==> src/consistent_hash_ring_table_top_assert.svh <==
// Assertion macros used by the ring table top level.
`ifndef CONSISTENT_HASH_RING_TABLE_TOP_ASSERT_SVH
`define CONSISTENT_HASH_RING_TABLE_TOP_ASSERT_SVH

// Same-cycle implication, checked outside reset.
`define CHRT_ASSERT_NOW(label, ante, cons, msg) \
  label: assert property (@(posedge clk) disable iff (rst) (ante) |-> (cons)) else $error(msg);

// Next-cycle implication, checked outside reset.
`define CHRT_ASSERT_NEXT(label, ante, cons, msg) \
  label: assert property (@(posedge clk) disable iff (rst) (ante) |=> (cons)) else $error(msg);

`endif

==> src/chrt_pkg.sv <==
// Package with types, codes and widths of the consistent hash ring table.
package chrt_pkg;

  localparam int MaxNodesDef = 64;

  localparam int HashW   = 32;
  localparam int IdW     = 16;
  localparam int ReqW    = 2;
  localparam int StatW   = 2;
  localparam int OidxW   = 6;
  localparam int CntW    = 7;
  localparam int InDataW = 80;
  localparam int OutDataW = 32;
  localparam int CfgIdxW = 1;
  localparam int CfgDataW = 16;

  typedef enum logic [ReqW-1:0] {
    REQ_CLEAR  = 2'd0,
    REQ_INSERT = 2'd1,
    REQ_REMOVE = 2'd2,
    REQ_LOOKUP = 2'd3
  } req_t;

  typedef enum logic [StatW-1:0] {
    ST_OK        = 2'd0,
    ST_EMPTY     = 2'd1,
    ST_FULL      = 2'd2,
    ST_NOT_FOUND = 2'd3
  } status_t;

  typedef enum logic [0:0] {
    CFG_SELF_ID      = 1'b0,
    CFG_SELF_ENABLED = 1'b1
  } cfg_reg_t;

  typedef enum logic [2:0] {
    S_IDLE,
    S_START,
    S_READ,
    S_EVAL,
    S_FINISH,
    S_DONE
  } state_t;

  typedef struct packed {
    logic [IdW-1:0]   id;
    logic [HashW-1:0] hash;
  } entry_t;

  localparam int EntryW = $bits(entry_t);

endpackage

==> src/consistent_hash_ring_table_top.sv <==
// Top level of the consistent hash ring table with its request sequencer.
//
//  Channel  | Direction | tdata (low bit up)                          | tuser
//  s_axis   | in        | node_hash, node_id, key_hash                | req_type
//  m_axis   | out       | owner_id, owner_index, in_charge, node_count| status
//  cfg      | in        | index 0 self_id, index 1 self_enabled       | -
//
// One word is worked on at a time; every table read goes through the single
// RAM read port, with a read and an evaluation state per entry touched. Clear,
// an insert into a full table and a lookup on an empty table go straight to
// the result; insert shifts the entries above its slot up, remove and lookup
// walk all entries. Reset clears the state machine, the entry count, the
// configuration and the output valid; the table is not cleared. A stalled
// result holds in the output register while the next word is already worked on.
module consistent_hash_ring_table_top #(
  parameter int MAX_NODES = chrt_pkg::MaxNodesDef
) (
  input  logic                          clk,
  input  logic                          rst,
  input  logic                          s_axis_tvalid,
  output logic                          s_axis_tready,
  // node_hash[31:0], node_id[47:32], key_hash[79:48]
  input  logic [chrt_pkg::InDataW-1:0]  s_axis_tdata,
  // req_type[1:0]
  input  logic [chrt_pkg::ReqW-1:0]     s_axis_tuser,
  output logic                          m_axis_tvalid,
  input  logic                          m_axis_tready,
  // owner_id[15:0], owner_index[21:16], in_charge[22], node_count[29:23], zero above
  output logic [chrt_pkg::OutDataW-1:0] m_axis_tdata,
  // status[1:0]
  output logic [chrt_pkg::StatW-1:0]    m_axis_tuser,
  input  logic                          cfg_wen,
  input  logic [chrt_pkg::CfgIdxW-1:0]  cfg_idx,
  input  logic [chrt_pkg::CfgDataW-1:0] cfg_wdata
);

  import chrt_pkg::*;

  `include "consistent_hash_ring_table_top_assert.svh"

  localparam int AW = $clog2(MAX_NODES);
  localparam int CW = $clog2(MAX_NODES + 1);

  state_t state, state_next;

  logic [IdW-1:0]   self_id;
  logic             self_enabled;

  logic [CW-1:0]    count;
  logic [CW-1:0]    idx;
  logic [CW-1:0]    idx_dec;
  req_t             req;
  logic [HashW-1:0] nhash;
  logic [IdW-1:0]   nid;
  logic [HashW-1:0] key;
  logic             found;

  logic             own_found;
  logic [IdW-1:0]   own_id;
  logic [CW-1:0]    own_pos;
  logic [IdW-1:0]   first_id;
  logic             self_found;
  logic             self_zero;
  logic [HashW-1:0] self_lo;
  logic [HashW-1:0] self_hi;
  logic [HashW-1:0] prev_hash;

  status_t          r_status;
  logic [IdW-1:0]   r_owner_id;
  logic [CW-1:0]    r_owner_pos;
  logic             r_in_charge;

  logic             ram_we;
  logic [AW-1:0]    ram_waddr;
  entry_t           ram_wdata;
  logic [AW-1:0]    ram_raddr;
  logic [EntryW-1:0] ram_rdata;
  entry_t           rd;
  entry_t           new_entry;

  logic             in_acc;
  logic             out_load;
  logic             rd_above;

  assign in_acc    = s_axis_tvalid && s_axis_tready;
  assign out_load  = (state == S_DONE) && (!m_axis_tvalid || m_axis_tready);
  assign idx_dec   = idx - CW'(1);
  assign rd        = ram_rdata;
  assign new_entry = '{id: nid, hash: nhash};
  assign rd_above  = rd.hash > nhash;

  chrt_ram #(
    .WIDTH (EntryW),
    .DEPTH (MAX_NODES)
  ) u_table (
    .clk   (clk),
    .we    (ram_we),
    .waddr (ram_waddr),
    .wdata (ram_wdata),
    .raddr (ram_raddr),
    .rdata (ram_rdata)
  );

  always_comb begin
    state_next = state;
    case (state)
      S_IDLE: begin
        if (s_axis_tvalid) begin
          state_next = S_START;
        end
      end
      S_START: begin
        case (req)
          REQ_INSERT: state_next = (count == CW'(MAX_NODES)) ? S_DONE : S_READ;
          REQ_REMOVE: state_next = S_READ;
          REQ_LOOKUP: state_next = (count == '0) ? S_DONE : S_READ;
          default:    state_next = S_DONE;
        endcase
      end
      S_READ: begin
        case (req)
          REQ_INSERT: state_next = (idx == '0) ? S_DONE : S_EVAL;
          REQ_REMOVE: state_next = (idx >= count) ? S_DONE : S_EVAL;
          REQ_LOOKUP: state_next = (idx >= count) ? S_FINISH : S_EVAL;
          default:    state_next = S_DONE;
        endcase
      end
      S_EVAL: begin
        if (req == REQ_INSERT && !rd_above) begin
          state_next = S_DONE;
        end else begin
          state_next = S_READ;
        end
      end
      S_FINISH: state_next = S_DONE;
      S_DONE: begin
        if (out_load) begin
          state_next = S_IDLE;
        end
      end
      default: state_next = S_IDLE;
    endcase
  end

  always_comb begin
    s_axis_tready = (state == S_IDLE);
    ram_we        = 1'b0;
    ram_waddr     = idx[AW-1:0];
    ram_wdata     = new_entry;
    ram_raddr     = idx[AW-1:0];
    case (state)
      S_READ: begin
        if (req == REQ_INSERT) begin
          ram_raddr = idx_dec[AW-1:0];
          if (idx == '0) begin
            ram_we    = 1'b1;
            ram_waddr = '0;
          end
        end
      end
      S_EVAL: begin
        case (req)
          REQ_INSERT: begin
            ram_we    = 1'b1;
            ram_wdata = rd_above ? rd : new_entry;
          end
          REQ_REMOVE: begin
            ram_we    = found;
            ram_waddr = idx_dec[AW-1:0];
            ram_wdata = rd;
          end
          default: ram_we = 1'b0;
        endcase
      end
      default: ram_we = 1'b0;
    endcase
  end

  always_ff @(posedge clk) begin
    if (rst) begin
      state         <= S_IDLE;
      count         <= '0;
      self_id       <= '0;
      self_enabled  <= 1'b0;
      m_axis_tvalid <= 1'b0;
    end else begin
      state <= state_next;

      if (cfg_wen) begin
        case (cfg_idx)
          CFG_SELF_ID:      self_id <= cfg_wdata[IdW-1:0];
          CFG_SELF_ENABLED: self_enabled <= cfg_wdata[0];
          default:          self_id <= self_id;
        endcase
      end

      if (out_load) begin
        m_axis_tvalid <= 1'b1;
      end else if (m_axis_tready) begin
        m_axis_tvalid <= 1'b0;
      end

      case (state)
        S_START: begin
          if (req == REQ_CLEAR) begin
            count <= '0;
          end
        end
        S_READ: begin
          if (req == REQ_INSERT && idx == '0) begin
            count <= count + CW'(1);
          end else if (req == REQ_REMOVE && idx >= count && found) begin
            count <= count - CW'(1);
          end
        end
        S_EVAL: begin
          if (req == REQ_INSERT && !rd_above) begin
            count <= count + CW'(1);
          end
        end
        default: count <= count;
      endcase
    end
  end

  always_ff @(posedge clk) begin
    if (in_acc) begin
      req   <= req_t'(s_axis_tuser);
      nhash <= s_axis_tdata[HashW-1:0];
      nid   <= s_axis_tdata[HashW+IdW-1:HashW];
      key   <= s_axis_tdata[2*HashW+IdW-1:HashW+IdW];
    end

    case (state)
      S_START: begin
        r_status    <= ST_OK;
        r_owner_id  <= '0;
        r_owner_pos <= '0;
        r_in_charge <= 1'b0;
        found       <= 1'b0;
        own_found   <= 1'b0;
        self_found  <= 1'b0;
        idx         <= (req == REQ_INSERT) ? count : '0;
        if (req == REQ_INSERT && count == CW'(MAX_NODES)) begin
          r_status <= ST_FULL;
        end
        if (req == REQ_LOOKUP && count == '0) begin
          r_status <= ST_EMPTY;
        end
      end
      S_READ: begin
        if (req == REQ_REMOVE && idx >= count && !found) begin
          r_status <= ST_NOT_FOUND;
        end
      end
      S_EVAL: begin
        case (req)
          REQ_INSERT: idx <= idx_dec;
          REQ_REMOVE: begin
            if (!found && rd.id == nid) begin
              found <= 1'b1;
            end
            idx <= idx + CW'(1);
          end
          default: begin
            if (!own_found && rd.hash >= key) begin
              own_found <= 1'b1;
              own_id    <= rd.id;
              own_pos   <= idx;
            end
            if (idx == '0) begin
              first_id <= rd.id;
            end
            if (!self_found && rd.id == self_id) begin
              self_found <= 1'b1;
              self_zero  <= (idx == '0);
              self_lo    <= prev_hash;
              self_hi    <= rd.hash;
            end
            prev_hash <= rd.hash;
            idx       <= idx + CW'(1);
          end
        endcase
      end
      S_FINISH: begin
        r_owner_id  <= own_found ? own_id : first_id;
        r_owner_pos <= own_found ? own_pos : '0;
        if (!self_enabled || !self_found) begin
          r_in_charge <= 1'b1;
        end else if (self_zero) begin
          r_in_charge <= (prev_hash < key) || (key <= self_hi);
        end else begin
          r_in_charge <= (self_lo < key) && (key <= self_hi);
        end
      end
      default: idx <= idx;
    endcase

    if (out_load) begin
      m_axis_tuser <= r_status;
      m_axis_tdata <= {{(OutDataW - IdW - OidxW - 1 - CntW){1'b0}}, CntW'(count),
                       r_in_charge, OidxW'(r_owner_pos), r_owner_id};
    end
  end

  `CHRT_ASSERT_NOW(a_count_bound, 1'b1, count <= CW'(MAX_NODES), "entry count above table size")
  `CHRT_ASSERT_NEXT(a_busy_after_accept, in_acc, !s_axis_tready, "accepted word while busy")
  `CHRT_ASSERT_NEXT(a_clear_empties, state == S_START && req == REQ_CLEAR,
                    count == '0, "clear left entries")
  `CHRT_ASSERT_NOW(a_remove_write_found, ram_we && req == REQ_REMOVE,
                   found, "remove shifted before match")

endmodule

==> src/chrt_ram.sv <==
// Generic single-write, single-read RAM with registered read data.
module chrt_ram #(
  parameter int WIDTH = 8,
  parameter int DEPTH = 64
) (
  input  logic                     clk,
  input  logic                     we,
  input  logic [$clog2(DEPTH)-1:0] waddr,
  input  logic [WIDTH-1:0]         wdata,
  input  logic [$clog2(DEPTH)-1:0] raddr,
  output logic [WIDTH-1:0]         rdata
);

  logic [WIDTH-1:0] mem [DEPTH];

  always_ff @(posedge clk) begin
    if (we) begin
      mem[waddr] <= wdata;
    end
    rdata <= mem[raddr];
  end

endmodule

==> config.mk <==
export PLATFORM = sky130hd
export DESIGN_NAME = consistent_hash_ring_table_top
export DESIGN_NICKNAME = d
export VERILOG_FILES = /design/src/chrt_pkg.sv /design/src/consistent_hash_ring_table_top.sv /design/src/chrt_ram.sv
export VERILOG_INCLUDE_DIRS = /design/src /design/src/src
export SDC_FILE = /design/constraint.sdc
export NUM_CORES = 2
export LEC_CHECK = 0
export ABC_AREA = 1
export BUFFER_PORTS_ARGS = -buffer_cell sky130_fd_sc_hd__buf_4
export CORE_AREA = 2 2 470 472
export CTS_BUF_LIST = sky130_fd_sc_hd__clkbuf_8
export DETAILED_ROUTE_END_ITERATION = 12
export DIE_AREA = 0 0 472 474
export PLACE_DENSITY_LB_ADDON = 0.1
export RECOVER_POWER = 50
export SETUP_SLACK_MARGIN = 0.05
export SYNTH_ARGS = -nofsm -noshare
export SYNTH_HDL_FRONTEND = slang
export SYNTH_HIERARCHICAL = 1
export SYNTH_SLANG_ARGS = --single-unit
==> constraint.sdc <==
create_clock -name clk -period 12.3 [get_ports clk]
set_input_delay 0.615 -clock clk [delete_from_list [all_inputs] [get_ports clk]]
set_output_delay 0.615 -clock clk [all_outputs]
set_load 0.02 [all_outputs]
==> impl_metrics.xml <==
<?xml version="1.0" encoding="UTF-8"?>
<metrics>
  <group name="routing">
    <metric name="ant_nets" unit="">0</metric>
    <metric name="drt_pre_antenna_iters" unit="">6</metric>
    <metric name="vias" unit="">98385</metric>
    <metric name="wl_per_cell" unit="um">27.2</metric>
    <metric name="vias_per_cell" unit="">6.39</metric>
    <metric name="detail_route.iter0.violations" unit="">15024</metric>
    <metric name="total_detailed_routing_wirelength" unit="um">419000</metric>
    <metric name="drc" unit="">0</metric>
  </group>
  <group name="worst_setup_path">
    <metric name="critPathArrivalTime" unit="ns">9.30</metric>
    <metric name="cp_cell_sequence" unit="">inv_1 -&gt; nor2_1 -&gt; inv_1 -&gt; nor2_1 -&gt; inv_1 -&gt; nor2_1 -&gt; clkinvlp_2 -&gt; clkbuf_1 -&gt; a22oi_1 -&gt; clkbuf_1</metric>
    <metric name="path_buf_inv" unit="">6</metric>
    <metric name="timing.critical_path.to_type" unit="">flop</metric>
    <metric name="cp_startpoint_kind" unit="">flop</metric>
    <metric name="crit_path_top_delay_cell" unit="">clkbuf_1</metric>
    <metric name="peak_per_stage_delay_on_the_critical_path" unit="ns">1.93</metric>
    <metric name="cp_max_fo" unit="">64</metric>
    <metric name="timing.critical_path.from" unit="">state[1]</metric>
    <metric name="critPathTopFamily" unit="">buffers and inverters</metric>
    <metric name="launch_instance_of_the_worst_register_to_register_path" unit="">state[1]</metric>
    <metric name="crit_required" unit="ns">12.77</metric>
    <metric name="critical_setup_path_class" unit="">flop to flop</metric>
  </group>
  <group name="synthesis">
    <metric name="ys_ff_latch" unit="">3432</metric>
    <metric name="synth-edff-count" unit="">3356</metric>
    <metric name="synth_top_area_share" unit="">0.713</metric>
    <metric name="async_reset_ff_frac" unit="">0</metric>
    <metric name="netlist.top_cell.by_area" unit="">edfxtp_1</metric>
    <metric name="synth_area" unit="um2">141000</metric>
    <metric name="sequential_area_share_after_synthesis" unit="">0.724</metric>
    <metric name="synthesis.area_per_instance" unit="um2">12.0</metric>
    <metric name="synthCells" unit="">11810</metric>
    <metric name="synth_cell_type_count" unit="">47</metric>
    <metric name="yosysWarnings" unit="">6</metric>
    <metric name="ys.flop_type" unit="">edfxtp_1</metric>
    <metric name="post_synth_main_area_contributors" unit="">edfxtp_1, nand3_1, nand2_1</metric>
  </group>
  <group name="global_routing">
    <metric name="grt_first_pass_wirelength" unit="um">605000</metric>
    <metric name="gr-usage-all-layers" unit="">0.371</metric>
    <metric name="antenna_found_initial" unit="">9</metric>
    <metric name="grt_pass1_vias" unit="">92902</metric>
    <metric name="grt_max_degree" unit="">219</metric>
    <metric name="grt_overflow" unit="">0</metric>
  </group>
  <group name="clock_network">
    <metric name="tritoncts" unit="">yes</metric>
    <metric name="tritoncts_num_sinks" unit="">3432</metric>
    <metric name="holdBufCountCts" unit="">107</metric>
    <metric name="worstSkewPairLatency" unit="ns">1.10</metric>
    <metric name="post_cts_buffers" unit="">0</metric>
    <metric name="clkSlewWorstSetupHoldPaths" unit="ns">0.07</metric>
    <metric name="cts.path.max_buffers" unit="">4</metric>
    <metric name="htree_levels" unit="">6</metric>
    <metric name="cts_repair_resize_count" unit="">0</metric>
    <metric name="cts_root_buffer" unit="">clkbuf_8</metric>
    <metric name="cts-buffers-inserted" unit="">566</metric>
  </group>
  <group name="hold_path">
    <metric name="worst_hold_startpoint" unit="">cfg_idx</metric>
    <metric name="hp-class" unit="">primary input to flop</metric>
  </group>
  <group name="place">
    <metric name="dp_hpwl" unit="um">214000</metric>
    <metric name="worst_slack_at_placement" unit="ns">5.84</metric>
    <metric name="port-buffer-count" unit="">137</metric>
    <metric name="gp_congestion" unit="">0.897</metric>
  </group>
  <group name="final_layout">
    <metric name="highest_count_cells_in_the_layout_ignoring_fill_and_taps" unit="">nand2_1, edfxtp_1, nand3_1</metric>
    <metric name="drive_above_1_share" unit="">0.0828</metric>
    <metric name="mostFrequentLayoutCell" unit="">nand2_1</metric>
    <metric name="num-nets-final" unit="">12394</metric>
    <metric name="syn_to_final_growth" unit="%">9.75</metric>
  </group>
  <group name="timing">
    <metric name="finalCriticalPeriod" unit="ns">8.83</metric>
    <metric name="report.final.slew_viol_count" unit="">2994</metric>
    <metric name="timing_worst_slew_pin_value" unit="ns">3.86</metric>
    <metric name="post-route-worst-setup-slack" unit="ns">3.47</metric>
    <metric name="rsz0062_at_grt" unit="">false</metric>
    <metric name="timing.final.setup_violations" unit="">0</metric>
    <metric name="finalHoldViolations" unit="">0</metric>
    <metric name="finalCritPeriodShare" unit="">0.718</metric>
    <metric name="fin_worst_skew" unit="ns">0.0853</metric>
    <metric name="slew_headroom" unit="">-1.58</metric>
    <metric name="setup-tns-final" unit="ns">0</metric>
    <metric name="fmax" unit="MHz">113</metric>
  </group>
  <group name="floorplanning">
    <metric name="std_cell_rows" unit="">172</metric>
    <metric name="die_height" unit="um">474</metric>
    <metric name="core_region_area" unit="um2">219000</metric>
    <metric name="die_area" unit="um2">224000</metric>
    <metric name="initial_utilization" unit="">0.646</metric>
    <metric name="die_width" unit="um">472</metric>
    <metric name="io_pins" unit="">140</metric>
  </group>
  <group name="flow_run">
    <metric name="maxCapViolCount" unit="">50</metric>
  </group>
  <group name="run_status">
    <metric name="violations_in_the_final_reports" unit="">max-capacitance violations, max-slew violations</metric>
    <metric name="run_status" unit="">finished, violations left</metric>
  </group>
  <group name="pwr">
    <metric name="post-layout-total-power" unit="mW">33.2</metric>
    <metric name="worst_ir_drop_vdd" unit="V">0.000212</metric>
    <metric name="cellLeakagePower" unit="nW">56.7</metric>
    <metric name="power.density_cell_area" unit="nW/um2">214</metric>
  </group>
</metrics>
-- sequential cells by signal, summed over array words and instances (netlist names), 3 cells and up --
signal,cells
count,7
first_id,16
idx,7
key,32
m_axis_tdata,30
nhash,32
nid,16
own_id,16
own_pos,6
prev_hash,32
r_owner_id,16
r_owner_pos,6
self_hi,32
self_id,16
self_lo,32
state,3
u_table/mem,3072
u_table/rdata,48
-- cells by family after synthesis --
| family | Yosys count | synth area share |
|---|---|---|
| simple gates | 6856 | 0.210 |
| flops | 3432 | 0.724 |
| buf+inv | 989 | 0.0349 |
| compound gates | 326 | 0.0140 |
| fa+ha+maj | 174 | 0.0154 |
| xor+xnor | 32 | 0.00198 |
| other cells | 1 | 0.0000265 |
-- worst register-to-register path, cell delays in order, from the launching register on --
cell and delay [ns]:
dfxtp_1 0.42, inv_1 0.12, nor2_1 0.22, inv_1 0.19, nor2_1 0.90, inv_1 0.56
nor2_1 0.26, clkinvlp_2 1.14, clkbuf_1 1.44, a22oi_1 0.98, clkbuf_1 1.94
-- stage by stage --
step / area [um2] / util / std cells / hold slack (ns)
2_1_floorplan: 141000 / - / 11811 / 0.400
3_3_place_gp: 145000 / 0.661 / 14312 / 0.401
3_5_place_dp: 145000 / 0.661 / 14312 / 0.408
4_1_cts: 156000 / 0.712 / 15393 / 0.00101
5_1_grt: 155000 / 0.709 / 15396 / 0.119
6_report: 155000 / 0.709 / 15402 / 0.138
-- synthesized netlist by cell type (20+ instances only) --
cell	number
buf_6	47
buf_2	368
clkbuf_1	139
nand2_1	3684
nor2_1	155
nand3_1	2942
nand4_1	30
ha_1	174
inv_1	248
xor2_1	27
a22oi_2	20
o21ai_0	61
a21oi_1	168
buf_1	70
edfxtp_1	3356
dfxtp_1	76
buf_4	97
a22oi_1	28
-- power by group --
part           switching [mW]  leakage, nW  internal (mW)
combinational            7.14         20.0           2.38
clock                    4.45         5.80           4.60
sequential              0.517         30.9           14.1
-- final timing paths --
check | depth (start not counted) | slack [ns] | to
hold reg to reg | 0 | 0.42 | m_axis_tdata[16]
setup / recovery | 10 | 3.47 | u_table/mem[45][13]
hold / removal | 4 | 0.14 | self_id[10]
setup reg to reg | 10 | 3.47 | u_table/mem[45][13]
-- layer usage --
layer / GRT usage / vias up / share of wire
li1: - / 42590 / -
met1: 0.505 / 47650 / 0.36
met2: 0.571 / 6924 / 0.45
met3: 0.0796 / 1215 / 0.13
met4: 0.187 / 6 / 0.056
met5: 0 / - / 0.00011
-- final cells by class --
type | instances | area (um2)
Timing Repair Buffer | 461 | 3550
Clock inverter | 382 | 1830
Fill cell | 15101 | 63500
Sequential cell | 3432 | 102000
Tap cell | 2871 | 3590
Inverter | 265 | 1040
Antenna cell | 9 | 22.5
Multi-Input combinational cell | 7390 | 34600
Clock buffer | 592 | 8150
No activity file was read; power rests on OpenSTA's default activity.
